**src/rtl/npd_pkg.sv**
```systemverilog
// ----------------------------------------------------------------------------
// npd_pkg: shared types and constants of the navigation PGN decoder
// Result kind codes, handled PGN numbers, not-available markers and the
// fixed-point constants of the angle and speed conversions.
// ----------------------------------------------------------------------------
package npd_pkg;

  typedef enum logic [3:0] {
    KIND_NONE            = 4'd0,
    KIND_POSITION        = 4'd1,
    KIND_COG_SOG         = 4'd2,
    KIND_HDG_TRUE        = 4'd3,
    KIND_HDG_MAG         = 4'd4,
    KIND_VAR_ONLY        = 4'd5,
    KIND_DEPTH           = 4'd6,
    KIND_WATER_SPEED     = 4'd7,
    KIND_APPARENT_WIND   = 4'd8,
    KIND_TRUE_WIND_BOAT  = 4'd9,
    KIND_TRUE_WIND_NORTH = 4'd10
  } kind_t;

  localparam logic [17:0] PGN_POSITION    = 18'd129025;
  localparam logic [17:0] PGN_COG_SOG     = 18'd129026;
  localparam logic [17:0] PGN_HEADING     = 18'd127250;
  localparam logic [17:0] PGN_DEPTH       = 18'd128267;
  localparam logic [17:0] PGN_WATER_SPEED = 18'd128259;
  localparam logic [17:0] PGN_WIND        = 18'd130306;

  localparam logic [15:0] NA16  = 16'hFFFF;
  localparam logic [31:0] NA32  = 32'hFFFF_FFFF;
  localparam logic [15:0] NAI16 = 16'h7FFF;
  localparam logic [31:0] NAI32 = 32'h7FFF_FFFF;

  // Course over ground reference
  localparam logic [1:0] CREF_TRUE = 2'd0;

  // Wind angle references
  localparam logic [2:0] WREF_TRUE_NORTH = 3'd0;
  localparam logic [2:0] WREF_APPARENT   = 3'd2;
  localparam logic [2:0] WREF_BOAT_A     = 3'd3;
  localparam logic [2:0] WREF_BOAT_B     = 3'd4;

  // Heading references
  localparam logic [1:0] HREF_TRUE = 2'd0;
  localparam logic [1:0] HREF_MAG  = 2'd1;

  localparam logic [18:0] FULL_TURN = 19'd360000;

  // 18/pi in Q32, split as K_HI * 2^17 + K_LO
  localparam logic [17:0] ANG_K_HI  = 18'd187746;
  localparam logic [16:0] ANG_K_LO  = 17'd106209;
  localparam logic [31:0] ANG_ROUND = 32'h8000_0000;

  // mknots = (raw * 18000 + 463) / 926, quotient via floor(2^32 / 926)
  localparam logic [14:0] SPD_MUL   = 15'd18000;
  localparam logic [8:0]  SPD_BIAS  = 9'd463;
  localparam logic [9:0]  SPD_DIV   = 10'd926;
  localparam logic [22:0] SPD_RECIP = 23'd4638193;

  typedef struct packed {
    logic [20:0] q_est;
    logic [10:0] rem;
  } spd_part_t;

endpackage

```
**src/rtl/npd_ang_conv.sv**
```systemverilog
// ----------------------------------------------------------------------------
// npd_ang_conv: raw angle magnitude to rounded millidegrees
// Two register stages: Q32 partial products, then sum, round and shift.
// ----------------------------------------------------------------------------
module npd_ang_conv (
  input  logic        clk,
  input  logic [16:0] mag,
  output logic [18:0] mdeg
);

  logic [33:0] pp_hi;
  logic [32:0] pp_lo;
  logic [50:0] sum;

  always_ff @(posedge clk) begin
    pp_hi <= 34'(mag) * 34'(npd_pkg::ANG_K_HI);
    pp_lo <= 33'(mag) * 33'(npd_pkg::ANG_K_LO);
  end

  assign sum = {pp_hi, 17'd0} + 51'(pp_lo) + 51'(npd_pkg::ANG_ROUND);

  always_ff @(posedge clk) begin
    mdeg <= sum[50:32];
  end

endmodule

```
**src/rtl/npd_spd_conv.sv**
```systemverilog
// ----------------------------------------------------------------------------
// npd_spd_conv: raw speed (0.01 m/s) to milliknots, first three stages
// Scales and biases, estimates the quotient by 926 with a reciprocal and
// forms the remainder; the caller adds one when the remainder reaches 926.
// ----------------------------------------------------------------------------
module npd_spd_conv (
  input  logic               clk,
  input  logic [15:0]        raw,
  output npd_pkg::spd_part_t part
);

  logic [30:0] num1;
  logic [30:0] num2;
  logic [20:0] q_est2;
  logic [53:0] recip_prod;
  logic [30:0] rem_full;

  always_ff @(posedge clk) begin
    num1 <= 31'(raw) * 31'(npd_pkg::SPD_MUL) + 31'(npd_pkg::SPD_BIAS);
  end

  // estimate is the true quotient or one below it
  assign recip_prod = 54'(num1) * 54'(npd_pkg::SPD_RECIP);

  always_ff @(posedge clk) begin
    num2   <= num1;
    q_est2 <= recip_prod[52:32];
  end

  assign rem_full = num2 - 31'(q_est2) * 31'(npd_pkg::SPD_DIV);

  always_ff @(posedge clk) begin
    part.q_est <= q_est2;
    part.rem   <= rem_full[10:0];
  end

endmodule

```
**src/rtl/nav_pgn_decoder_core.sv**
```systemverilog
// ----------------------------------------------------------------------------
// nav_pgn_decoder_core: navigation PGN decoder
// Decodes single-frame position, COG/SOG, heading, depth, water speed and
// wind messages into fixed-point values with one result per request.
// ----------------------------------------------------------------------------
// A request is taken on every cycle that start is high; busy never rises.
// Each request gives one result, marked by done for one cycle, in request
// order. A request passes five register stages: decode, multiplier partial
// products, rounding and reciprocal quotient, angle wrap and remainder, and
// the output register. The receiver cannot stall, and none is needed since a
// result is produced every cycle at most.
module nav_pgn_decoder_core (
  input  logic               clk,
  input  logic               rst,
  input  logic               start,
  output logic               busy,
  input  logic [17:0]        pgn,
  input  logic [63:0]        payload,
  input  logic [7:0]         payload_len,
  output logic               done,
  output logic               recognized,
  output logic [3:0]         kind,
  output logic signed [36:0] value_a,
  output logic signed [31:0] value_b,
  output logic signed [18:0] variation_mdeg,
  output logic               variation_valid,
  output logic               true_heading_valid
);

  // ---------------- stage 1: decode ----------------
  logic                 dec_rec;
  npd_pkg::kind_t       dec_kind;
  logic                 dec_vv;
  logic [15:0]          dec_ang_raw;
  logic [15:0]          dec_spd_raw;
  logic signed [36:0]   dec_dir_a;
  logic signed [31:0]   dec_dir_b;
  logic                 dec_off_ok;
  logic                 len8;
  logic                 len6;

  logic                 s1_valid;
  logic                 s1_rec;
  npd_pkg::kind_t       s1_kind;
  logic                 s1_vv;
  logic                 s1_vsign;
  logic [15:0]          s1_ang_raw;
  logic [16:0]          s1_var_mag;
  logic [15:0]          s1_spd_raw;
  logic signed [36:0]   s1_dir_a;
  logic signed [31:0]   s1_dir_b;
  logic [15:0]          s1_off;
  logic                 s1_off_ok;

  assign len8 = payload_len >= 8'd8;
  assign len6 = payload_len >= 8'd6;

  always_comb begin
    dec_rec     = 1'b1;
    dec_kind    = npd_pkg::KIND_NONE;
    dec_vv      = 1'b0;
    dec_ang_raw = payload[23:8];
    dec_spd_raw = payload[23:8];
    dec_dir_a   = 37'(signed'(payload[31:0]));
    dec_dir_b   = payload[63:32];
    dec_off_ok  = payload[55:40] != npd_pkg::NAI16;
    case (pgn)
      npd_pkg::PGN_POSITION: begin
        if (len8 && payload[31:0] != npd_pkg::NAI32 && payload[63:32] != npd_pkg::NAI32)
          dec_kind = npd_pkg::KIND_POSITION;
      end
      npd_pkg::PGN_COG_SOG: begin
        dec_ang_raw = payload[31:16];
        dec_spd_raw = payload[47:32];
        if (len8 && payload[31:16] != npd_pkg::NA16 && payload[47:32] != npd_pkg::NA16
            && payload[9:8] == npd_pkg::CREF_TRUE)
          dec_kind = npd_pkg::KIND_COG_SOG;
      end
      npd_pkg::PGN_HEADING: begin
        if (len8 && payload[23:8] != npd_pkg::NA16) begin
          dec_vv = payload[55:40] != npd_pkg::NAI16;
          case (payload[57:56])
            npd_pkg::HREF_TRUE: dec_kind = npd_pkg::KIND_HDG_TRUE;
            npd_pkg::HREF_MAG:  dec_kind = npd_pkg::KIND_HDG_MAG;
            default: begin
              if (dec_vv) dec_kind = npd_pkg::KIND_VAR_ONLY;
            end
          endcase
        end
      end
      npd_pkg::PGN_DEPTH: begin
        dec_dir_a = {5'd0, payload[39:8]};
        if (len8 && payload[39:8] != npd_pkg::NA32) dec_kind = npd_pkg::KIND_DEPTH;
      end
      npd_pkg::PGN_WATER_SPEED: begin
        if (len8 && payload[23:8] != npd_pkg::NA16) dec_kind = npd_pkg::KIND_WATER_SPEED;
      end
      npd_pkg::PGN_WIND: begin
        dec_ang_raw = payload[39:24];
        if (len6 && payload[23:8] != npd_pkg::NA16 && payload[39:24] != npd_pkg::NA16) begin
          case (payload[42:40])
            npd_pkg::WREF_APPARENT:   dec_kind = npd_pkg::KIND_APPARENT_WIND;
            npd_pkg::WREF_BOAT_A:     dec_kind = npd_pkg::KIND_TRUE_WIND_BOAT;
            npd_pkg::WREF_BOAT_B:     dec_kind = npd_pkg::KIND_TRUE_WIND_BOAT;
            npd_pkg::WREF_TRUE_NORTH: dec_kind = npd_pkg::KIND_TRUE_WIND_NORTH;
            default:                  dec_kind = npd_pkg::KIND_NONE;
          endcase
        end
      end
      default: dec_rec = 1'b0;
    endcase
  end

  always_ff @(posedge clk) begin
    if (rst) begin
      s1_valid <= 1'b0;
    end else begin
      s1_valid <= start && !busy;
    end
  end

  always_ff @(posedge clk) begin
    s1_rec     <= dec_rec;
    s1_kind    <= dec_kind;
    s1_vv      <= dec_vv;
    s1_vsign   <= payload[55];
    s1_ang_raw <= dec_ang_raw;
    // magnitude of the signed variation, two's complement negated
    s1_var_mag <= payload[55] ? 17'h10000 - {1'b0, payload[55:40]} : {1'b0, payload[55:40]};
    s1_spd_raw <= dec_spd_raw;
    s1_dir_a   <= dec_dir_a;
    s1_dir_b   <= dec_dir_b;
    s1_off     <= payload[55:40];
    s1_off_ok  <= dec_off_ok;
  end

  // ---------------- conversion units ----------------
  logic [18:0]        ang_mdeg;
  logic [18:0]        var_mdeg_mag;
  npd_pkg::spd_part_t spd_part;

  npd_ang_conv u_ang (
    .clk  (clk),
    .mag  ({1'b0, s1_ang_raw}),
    .mdeg (ang_mdeg)
  );

  npd_ang_conv u_var (
    .clk  (clk),
    .mag  (s1_var_mag),
    .mdeg (var_mdeg_mag)
  );

  npd_spd_conv u_spd (
    .clk  (clk),
    .raw  (s1_spd_raw),
    .part (spd_part)
  );

  // ---------------- stage 2: depth scaling ----------------
  logic               s2_valid;
  logic               s2_rec;
  npd_pkg::kind_t     s2_kind;
  logic               s2_vv;
  logic               s2_vsign;
  logic signed [36:0] s2_dir_a;
  logic signed [31:0] s2_dir_b;
  logic [15:0]        s2_off;
  logic               s2_off_ok;

  always_ff @(posedge clk) begin
    if (rst) begin
      s2_valid <= 1'b0;
    end else begin
      s2_valid <= s1_valid;
    end
  end

  always_ff @(posedge clk) begin
    s2_rec    <= s1_rec;
    s2_kind   <= s1_kind;
    s2_vv     <= s1_vv;
    s2_vsign  <= s1_vsign;
    s2_dir_b  <= s1_dir_b;
    s2_off    <= s1_off;
    s2_off_ok <= s1_off_ok;
    // depth * 10 as (d << 3) + (d << 1)
    if (s1_kind == npd_pkg::KIND_DEPTH)
      s2_dir_a <= {2'b00, s1_dir_a[31:0], 3'b000} + {4'b0000, s1_dir_a[31:0], 1'b0};
    else
      s2_dir_a <= s1_dir_a;
  end

  // ---------------- stage 3: keel offset ----------------
  logic               s3_valid;
  logic               s3_rec;
  npd_pkg::kind_t     s3_kind;
  logic               s3_vv;
  logic               s3_vsign;
  logic signed [36:0] s3_dir_a;
  logic signed [31:0] s3_dir_b;

  always_ff @(posedge clk) begin
    if (rst) begin
      s3_valid <= 1'b0;
    end else begin
      s3_valid <= s2_valid;
    end
  end

  always_ff @(posedge clk) begin
    s3_rec   <= s2_rec;
    s3_kind  <= s2_kind;
    s3_vv    <= s2_vv;
    s3_vsign <= s2_vsign;
    s3_dir_b <= s2_dir_b;
    if (s2_kind == npd_pkg::KIND_DEPTH && s2_off_ok)
      s3_dir_a <= s2_dir_a + {{21{s2_off[15]}}, s2_off};
    else
      s3_dir_a <= s2_dir_a;
  end

  // ---------------- stage 4: wrap and sign ----------------
  logic               s4_valid;
  logic               s4_rec;
  npd_pkg::kind_t     s4_kind;
  logic               s4_vv;
  logic signed [36:0] s4_dir_a;
  logic signed [31:0] s4_dir_b;
  logic [18:0]        s4_ang;
  logic signed [18:0] s4_var;

  always_ff @(posedge clk) begin
    if (rst) begin
      s4_valid <= 1'b0;
    end else begin
      s4_valid <= s3_valid;
    end
  end

  always_ff @(posedge clk) begin
    s4_rec   <= s3_rec;
    s4_kind  <= s3_kind;
    s4_vv    <= s3_vv;
    s4_dir_a <= s3_dir_a;
    s4_dir_b <= s3_dir_b;
    s4_ang   <= (ang_mdeg >= npd_pkg::FULL_TURN) ? ang_mdeg - npd_pkg::FULL_TURN : ang_mdeg;
    s4_var   <= s3_vsign ? -signed'(var_mdeg_mag) : signed'(var_mdeg_mag);
  end

  // ---------------- stage 5: assemble ----------------
  logic [20:0]        spd_q;
  logic signed [20:0] thd_sum;
  logic [18:0]        thd;
  logic signed [36:0] a_next;
  logic signed [31:0] b_next;
  logic               thv_next;

  assign spd_q   = spd_part.q_est + 21'(spd_part.rem >= 11'(npd_pkg::SPD_DIV));
  assign thd_sum = signed'({2'b00, s4_ang}) + 21'(s4_var);

  always_comb begin
    if (thd_sum < 0)
      thd = 19'(thd_sum + 21'(npd_pkg::FULL_TURN));
    else if (thd_sum >= signed'({2'b00, npd_pkg::FULL_TURN}))
      thd = 19'(thd_sum - 21'(npd_pkg::FULL_TURN));
    else
      thd = thd_sum[18:0];
  end

  always_comb begin
    a_next   = '0;
    b_next   = '0;
    thv_next = 1'b0;
    case (s4_kind)
      npd_pkg::KIND_POSITION: begin
        a_next = s4_dir_a;
        b_next = s4_dir_b;
      end
      npd_pkg::KIND_COG_SOG: begin
        a_next = {18'd0, s4_ang};
        b_next = {11'd0, spd_q};
      end
      npd_pkg::KIND_HDG_TRUE: a_next = {18'd0, s4_ang};
      npd_pkg::KIND_HDG_MAG: begin
        b_next   = {13'd0, s4_ang};
        thv_next = s4_vv;
        if (s4_vv) a_next = {18'd0, thd};
      end
      npd_pkg::KIND_VAR_ONLY:    a_next = '0;
      npd_pkg::KIND_DEPTH:       a_next = s4_dir_a;
      npd_pkg::KIND_WATER_SPEED: a_next = {16'd0, spd_q};
      npd_pkg::KIND_APPARENT_WIND, npd_pkg::KIND_TRUE_WIND_BOAT,
      npd_pkg::KIND_TRUE_WIND_NORTH: begin
        a_next = {16'd0, spd_q};
        b_next = {13'd0, s4_ang};
      end
      default: a_next = '0;
    endcase
  end

  always_ff @(posedge clk) begin
    if (rst) begin
      done <= 1'b0;
    end else begin
      done <= s4_valid;
    end
  end

  always_ff @(posedge clk) begin
    recognized         <= s4_rec;
    kind               <= s4_kind;
    value_a            <= a_next;
    value_b            <= b_next;
    variation_mdeg     <= s4_vv ? s4_var : '0;
    variation_valid    <= s4_vv;
    true_heading_valid <= thv_next;
  end

  assign busy = 1'b0;

`ifndef SYNTHESIS
  a_latency: assert property (@(posedge clk) disable iff (rst)
    start && !busy |-> ##5 done)
    else $error("request did not produce a result after five cycles");

  a_none_zero: assert property (@(posedge clk) disable iff (rst)
    done && kind == npd_pkg::KIND_NONE |->
      value_a == 0 && value_b == 0 && !variation_valid && variation_mdeg == 0)
    else $error("kind none with non-zero fields");

  a_thv: assert property (@(posedge clk) disable iff (rst)
    done && true_heading_valid |-> kind == npd_pkg::KIND_HDG_MAG && variation_valid)
    else $error("true heading flagged outside magnetic heading with variation");

  a_cog_range: assert property (@(posedge clk) disable iff (rst)
    done && kind == npd_pkg::KIND_COG_SOG |->
      value_a >= 0 && value_a < 37'(npd_pkg::FULL_TURN))
    else $error("course over ground out of range");
`endif

endmodule

```
**config.mk**
```make
export PLATFORM = sky130hd
export DESIGN_NAME = nav_pgn_decoder_core
export DESIGN_NICKNAME = d
export VERILOG_FILES = /design/src/rtl/npd_pkg.sv /design/src/rtl/npd_ang_conv.sv /design/src/rtl/npd_spd_conv.sv /design/src/rtl/nav_pgn_decoder_core.sv
export SDC_FILE = /design/constraint.sdc
export NUM_CORES = 2
export LEC_CHECK = 0
export BUFFER_PORTS_ARGS = -buffer_cell sky130_fd_sc_hd__buf_2
export CAP_MARGIN = 20
export CORE_UTILIZATION = 45
export CTS_CLUSTER_SIZE = 24
export DETAILED_ROUTE_END_ITERATION = 6
export PLACE_DENSITY = 0.67
export SETUP_SLACK_MARGIN = 0.4
export SYNTH_ARGS = -nofsm -noshare
export SYNTH_HDL_FRONTEND = slang
export SYNTH_SLANG_ARGS = --single-unit
```
**constraint.sdc**
```tcl
create_clock -name clk -period 9.6 [get_ports clk]
set_input_delay 1.92 -clock clk [delete_from_list [all_inputs] [get_ports clk]]
set_output_delay 1.92 -clock clk [all_outputs]
set_load 0.05 [all_outputs]
```
# Yosys cells after proc, flatten, opt, wreduce, memory -nomap -nowiden
# Index checks and enable logic that the tools add are counted.
# word_totals
word_cells	158
regBits	785
out_inout_bits	97
input_bits	93
# op_classes
addsub	15
n_reduce_logical	20
n_mux	24
mul	7
magnitude_cmp	6
n_eq_ne	29
# op_table
cell	n
case mux 37 bit (4 select lines)	1
equality test 18 x 17 -> 1 bit (second input constant)	6
adder 51 x 32 -> 51 bit (second input constant)	2
adder 51 x 33 -> 51 bit	2
case mux 32 bit (3 select lines)	1
2-to-1 mux 19 bit	5
2-to-1 mux 37 bit	2
multiplier 16 x 17 -> 33 bit (second input constant)	2
multiplier 17 x 17 -> 33 bit (second input constant)	2
!= test 16 bit (second input constant)	4
!= test 32 x 31 -> 1 bit (second input constant)	2
multiplier 31 x 23 -> 53 bit (second input constant)	1
subtractor 19 bit (second input constant)	2
adder 37 bit	1
adder 35 x 33 -> 36 bit	1
2-to-1 mux 32 bit	1
!= test 32 bit (second input constant)	1
case mux 16 bit (2 select lines)	1
adder 31 x 9 -> 31 bit (second input constant)	1
multiplier 16 x 11 -> 27 bit (second input constant)	1
case mux 4 bit (6 select lines)	1
adder 20 x 19 -> 21 bit	1
adder 21 x 1 -> 21 bit	1
>= comparator 21 x 20 -> 1 bit (second input constant)	1
other kinds (33)	58

# Logic depth before layout (Yosys ltp)
# depth
depth_word	6
depth_mapped	24
depth_no_buf	24

# Hierarchy
# A second synthesis with hierarchy kept.
# hier_totals
cells_unflattened	6047
area_unflattened_um2	61118.6
# by_module_without_submodules
module	cells_each	seq_area_each_um2	n_inst	area_per_inst_um2
nav_pgn_decoder_core	1896	9689.3	1	19327.3
npd_spd_conv	1672	1721.7	1	16846.2
npd_ang_conv (u_var)	1267	1341.3	1	12680.9
npd_ang_conv (u_ang)	1212	1341.3	1	12264.3

# Worst setup path after synthesis
# OpenSTA, ideal clock, no wires.
# synth_timing
kind	reg2reg
startpoint	register u_spd.num1[20]
endpoint	register u_spd.q_est2[20]
t_required_ps	9528
n_path_buf	0
synth_period_minus_slack_ps	6852
setup_slack_ps	2748
setup_time_ps	72
arrival_ps	6780
path_stages_with_launch	25
path_cell_list	dfxtp_1 -> inv_1 -> fa_1 -> inv_1 -> fa_1 -> inv_1 -> fa_1 -> inv_1 -> fa_1 -> fa_1 -> fa_1 -> inv_1 -> fa_1 -> inv_1 -> ha_1 -> a21oi_1 -> o21ai_0 -> a221o_1 -> a31o_2 -> a221oi_1 -> a21oi_1 -> a2111oi_0 -> o31ai_1 -> a21oi_1 -> xnor2_1
# synth_via
elab_chain_len	1
# synth_lines
item	line_no	source
start: declaration	npd_spd_conv.sv:12	logic [30:0] num1;
start signal: assignment	npd_spd_conv.sv:19	num1 <= 31'(raw) * 31'(npd_pkg::SPD_MUL) + 31'(npd_pkg::SPD_BIAS);
multiplier 31 x 23 -> 53 bit	npd_spd_conv.sv:23	assign recip_prod = 54'(num1) * 54'(npd_pkg::SPD_RECIP);
via u_spd.recip_prod[52]	npd_spd_conv.sv:15	logic [53:0] recip_prod;
end signal: assignment	npd_spd_conv.sv:27	q_est2 <= recip_prod[52:32];
end: declaration	npd_spd_conv.sv:14	logic [20:0] q_est2;
# The timed path passes the listed nets, and every way through them passes these cells.
# A chain may end at the register's enable or synchronous reset.

# Worst setup path after layout
# layout_timing
startpoint	register u_spd.num1[18]
endpoint	register u_spd.q_est2[20]
# The elaborated chain is that of the path after synthesis.

==> impl_metrics.py <==
metrics = {
    "outcome": {
        "status": "completed",
    },
    "drt": {
        "wire_length_after_detailed_routing_mm": 150,
        "wl_per_cell_um": 19.3,
        "drt.antenna.violating_nets": 0,
        "drt_iter0_drc": 2546,
        "remaining_drc_errors": 0,
        "detail_route.vias_per_cell": 5.23,
        "via_count": 40591,
        "firstDrtPassIters": 6,
    },
    "grt": {
        "grt_pass1_vias": 42471,
        "gr-total-overflow": 0,
        "grt_pass1_wl_mm": 237,
        "grt_util_all_layers_pct": 23.4,
        "grt_start_max_net_pins": 72,
        "antenna_found_initial": 44,
    },
    "cts": {
        "cts_repair_resize_count": 0,
        "cts-buffers-inserted": 75,
        "path_clk_slew_ns": 0.07,
        "cts_hold_buffers": 0,
        "ctsRootBufferMaster": "sky130_fd_sc_hd__clkbuf_16",
        "cts-htree-levels": 3,
        "cts_post_setup_buffers_inserted": 0,
        "worst_skew_pair.late_latency_ns": 0.70,
        "clock_tree.buffer_depth": 3,
        "tritoncts": "done",
        "numClockSinks": 703,
    },
    "hold_path": {
        "hold_path_end": "s4_dir_b[5]",
        "min-delay-start": "s3_dir_b[5]",
        "hold_path_depth": 0,
        "min_path_type": "reg2reg",
    },
    "yosys": {
        "synthesized_flop_and_latch_total": 703,
        "synth_area_leader_cell": "sky130_fd_sc_hd__dfxtp_1",
        "synth_area_per_cell_um2": 10.2,
        "postSynth.asyncResetShare_pct": 0,
        "main_area_contributors_after_synthesis": "sky130_fd_sc_hd__dfxtp_1, sky130_fd_sc_hd__fa_1, sky130_fd_sc_hd__ha_1",
        "ys_types": 94,
        "ys_dominant_reg_cell": "sky130_fd_sc_hd__dfxtp_1",
        "post_synth_inst_count": 5743,
        "synth_area_um2": 58600,
        "ys.warnings.count": 0,
        "synth-edff-count": 0,
        "synth_largest_type_area_fraction_pct": 24.0,
        "yosysSeqAreaShare_pct": 24.0,
    },
    "setup_path": {
        "crit_path_end_kind": "flop",
        "reg2reg_from": "u_spd.num1[18]",
        "worstRegToRegCells": 24,
        "launching_element_type_of_the_critical_path": "flop",
        "worst-endpoint-arrival_ns": 8.84,
        "worstPathRequired_ns": 10.21,
        "crit_type": "reg2reg",
        "path_max_fanout": 8,
        "reg2reg_to": "u_spd.q_est2[20]",
        "regToRegSetupSlack_ns": 1.37,
    },
    "sta": {
        "final.setup_skew_ns": 0.0444,
        "timing.final.crit_share_pct": 85.7,
        "finalHoldViolCount": 0,
        "finalSetupTns_ns": 0,
        "final_max_slew_viol_count": 0,
        "grt_setup_unrepaired": "false",
        "max_clock_freq_mhz": 122,
        "slew_headroom_pct": 22.6,
        "period_needed_ns": 8.23,
        "final-setup-viol-count": 0,
        "worst_slew_pin_slew_ns": 1.16,
    },
    "floorplanning": {
        "fp.dieArea_um2": 132000,
        "boundaryPins": 190,
        "die_width_um": 363,
        "placeableCoreArea_um2": 128000,
        "floorplan.initialDensity_pct": 45.6,
        "dieHeight_um": 363,
        "placement_rows": 131,
    },
    "finish": {
        "final_nets": 7709,
        "multi_input_combinational_cell_area_um2": 40100,
        "fillerInstances": 11665,
        "regArea_um2": 14100,
        "area_growth_pct": 9.65,
        "drive_above_1_share_pct": 7.39,
    },
    "job": {
        "cap_violations": 0,
    },
    "place": {
        "port_buffers": 187,
        "post-dp-hpwl_mm": 125,
        "gpl_congestion": 0.935,
    },
}
## synth_stat cells, drive strengths merged (57+ instances only)
master,instances
inv,1095
ha,968
dfxtp,703
fa,690
nand2,282
xnor2,223
o21ai,208
a21oi,198
nor2,186
xor2,109
a21o,106
nand3,87
and2,66
clkbuf,57
## critical path: stages, from the launching register on
cell and delay [ns]:
sky130_fd_sc_hd__dfxtp_1 0.66, sky130_fd_sc_hd__inv_1 0.28, sky130_fd_sc_hd__fa_1 0.60, sky130_fd_sc_hd__inv_1 0.06
sky130_fd_sc_hd__fa_1 0.50, sky130_fd_sc_hd__inv_1 0.05, sky130_fd_sc_hd__fa_1 0.49, sky130_fd_sc_hd__inv_1 0.05
sky130_fd_sc_hd__fa_1 0.52, sky130_fd_sc_hd__fa_1 0.44, sky130_fd_sc_hd__fa_1 0.55, sky130_fd_sc_hd__inv_1 0.06
sky130_fd_sc_hd__fa_1 0.53, sky130_fd_sc_hd__inv_1 0.05, sky130_fd_sc_hd__ha_1 0.32, sky130_fd_sc_hd__a21oi_1 0.14
sky130_fd_sc_hd__o21ai_0 0.12, sky130_fd_sc_hd__a221o_1 0.33, sky130_fd_sc_hd__a31o_2 0.23, sky130_fd_sc_hd__a221oi_1 0.56
sky130_fd_sc_hd__a21oi_1 0.42, sky130_fd_sc_hd__a2111oi_0 0.74, sky130_fd_sc_hd__o31ai_1 0.12, sky130_fd_sc_hd__a21oi_1 0.19
sky130_fd_sc_hd__xnor2_1 0.14
## cell usage in the layout, fill, tap and decap left out, types with 12 or more instances in the layout
cell	instances
sky130_fd_sc_hd__o21bai_1	27
sky130_fd_sc_hd__a21oi_1	197
sky130_fd_sc_hd__clkinv_2	14
sky130_fd_sc_hd__nor3_1	53
sky130_fd_sc_hd__or2_2	18
sky130_fd_sc_hd__buf_2	187
sky130_fd_sc_hd__o21a_1	38
sky130_fd_sc_hd__fa_1	690
sky130_fd_sc_hd__o211ai_1	18
sky130_fd_sc_hd__dfxtp_1	703
sky130_fd_sc_hd__a31oi_1	28
sky130_fd_sc_hd__nand2b_1	37
sky130_fd_sc_hd__clkbuf_8	12
sky130_fd_sc_hd__a211oi_1	28
sky130_fd_sc_hd__a21o_1	106
sky130_fd_sc_hd__nor2_1	184
sky130_fd_sc_hd__nand2_1	281
sky130_fd_sc_hd__nand3_1	85
sky130_fd_sc_hd__mux2_2	52
sky130_fd_sc_hd__xnor2_1	223
sky130_fd_sc_hd__ha_1	968
sky130_fd_sc_hd__xor2_1	109
sky130_fd_sc_hd__and2_1	66
sky130_fd_sc_hd__and3_1	45
sky130_fd_sc_hd__nor2b_1	33
sky130_fd_sc_hd__inv_1	1095
sky130_fd_sc_hd__nand4_1	50
sky130_fd_sc_hd__a22oi_1	38
sky130_fd_sc_hd__clkbuf_16	75
sky130_fd_sc_hd__nor4_1	13
sky130_fd_sc_hd__o31ai_1	17
sky130_fd_sc_hd__o21ai_0	200
sky130_fd_sc_hd__or4_1	15
sky130_fd_sc_hd__or3_1	27
sky130_fd_sc_hd__diode_2	14
sky130_fd_sc_hd__buf_4	18
## final cells by class
| cell class | count | area share [%] |
|---|---|---|
| Inverter | 1095 | 6.40 |
| Antenna cell | 14 | 0.0546 |
| Clock buffer | 95 | 3.23 |
| Multi-Input combinational cell | 3878 | 62.5 |
| Tap cell | 1729 | 3.37 |
| Timing Repair Buffer | 205 | 1.67 |
| Clock inverter | 42 | 0.871 |
| Sequential cell | 703 | 21.9 |
## metal layers
| metal | wire length, um | GRT usage (%) | share of wire (%) | up-vias |
|---|---|---|---|---|
| met5 | 226 | 0 | 0.15 | - |
| met4 | 6060 | 8.95 | 4.0 | 36 |
| met3 | 11000 | 5.63 | 7.3 | 310 |
| met2 | 68000 | 37.7 | 45 | 1048 |
| met1 | 64700 | 30.2 | 43 | 19770 |
| li1 | - | - | - | 19427 |
## metrics by stage
step / utilization [%] / setup WS [ns] / hold WS (ns) / std cells / instance area (um^2)
floorplan: - / 2.75 / 0.310 / 5744 / 58600
global placement: 47.9 / 1.47 / 0.310 / 7610 / 61500
CTS: 50.0 / 1.33 / 0.296 / 7747 / 64200
global route: 50.0 / 1.05 / 0.318 / 7757 / 64200
finish: 50.0 / 1.37 / 0.303 / 7761 / 64200
detailed placement: 47.9 / 1.36 / 0.312 / 7610 / 61500
## sequential cells by signal (all words and copies together) (netlist names), 21 cells and up
| register | count |
|---|---|
| s2_dir_a | 37 |
| s3_dir_a | 37 |
| s4_dir_a | 37 |
| value_a | 37 |
| s1_dir_a | 33 |
| s3_dir_b | 32 |
| s4_dir_b | 32 |
| value_b | 32 |
| u_spd.part | 31 |
| u_ang.pp_hi | 29 |
| u_var.pp_hi | 29 |
| u_spd.num1 | 27 |
| u_spd.q_est2 | 21 |
## kinds of logic after synthesis
family                   share of synthesized area (%)
buffers and inverters                             7.50
other                                          0.00640
AND/OR/NAND/NOR                                   8.36
AO/OA/AOI/OAI                                     9.75
flip-flops                                        24.0
adder cells (fa/ha/maj)                           44.3
multiplexers                                      1.11
XOR/XNOR                                          4.97
## worst max-delay path by stage
stage | endpoint | start | cells past startpoint | slack, ns
2_1_floorplan | u_spd.q_est2[20] | u_spd.num1[20] | 24 | 2.75
3_3_place_gp | u_spd.q_est2[20] | u_spd.num1[18] | 24 | 1.47
3_5_place_dp | u_spd.q_est2[20] | u_spd.num1[18] | 24 | 1.36
4_1_cts | u_spd.q_est2[20] | u_spd.num1[18] | 24 | 1.33
5_1_grt | u_spd.q_est2[20] | u_spd.num1[18] | 24 | 1.05
6_report | u_spd.q_est2[20] | u_spd.num1[18] | 24 | 1.37
Power is left out: the tool's default activity adds up to more than one toggle a clock period on the data nets, which glitch-free logic cannot reach.
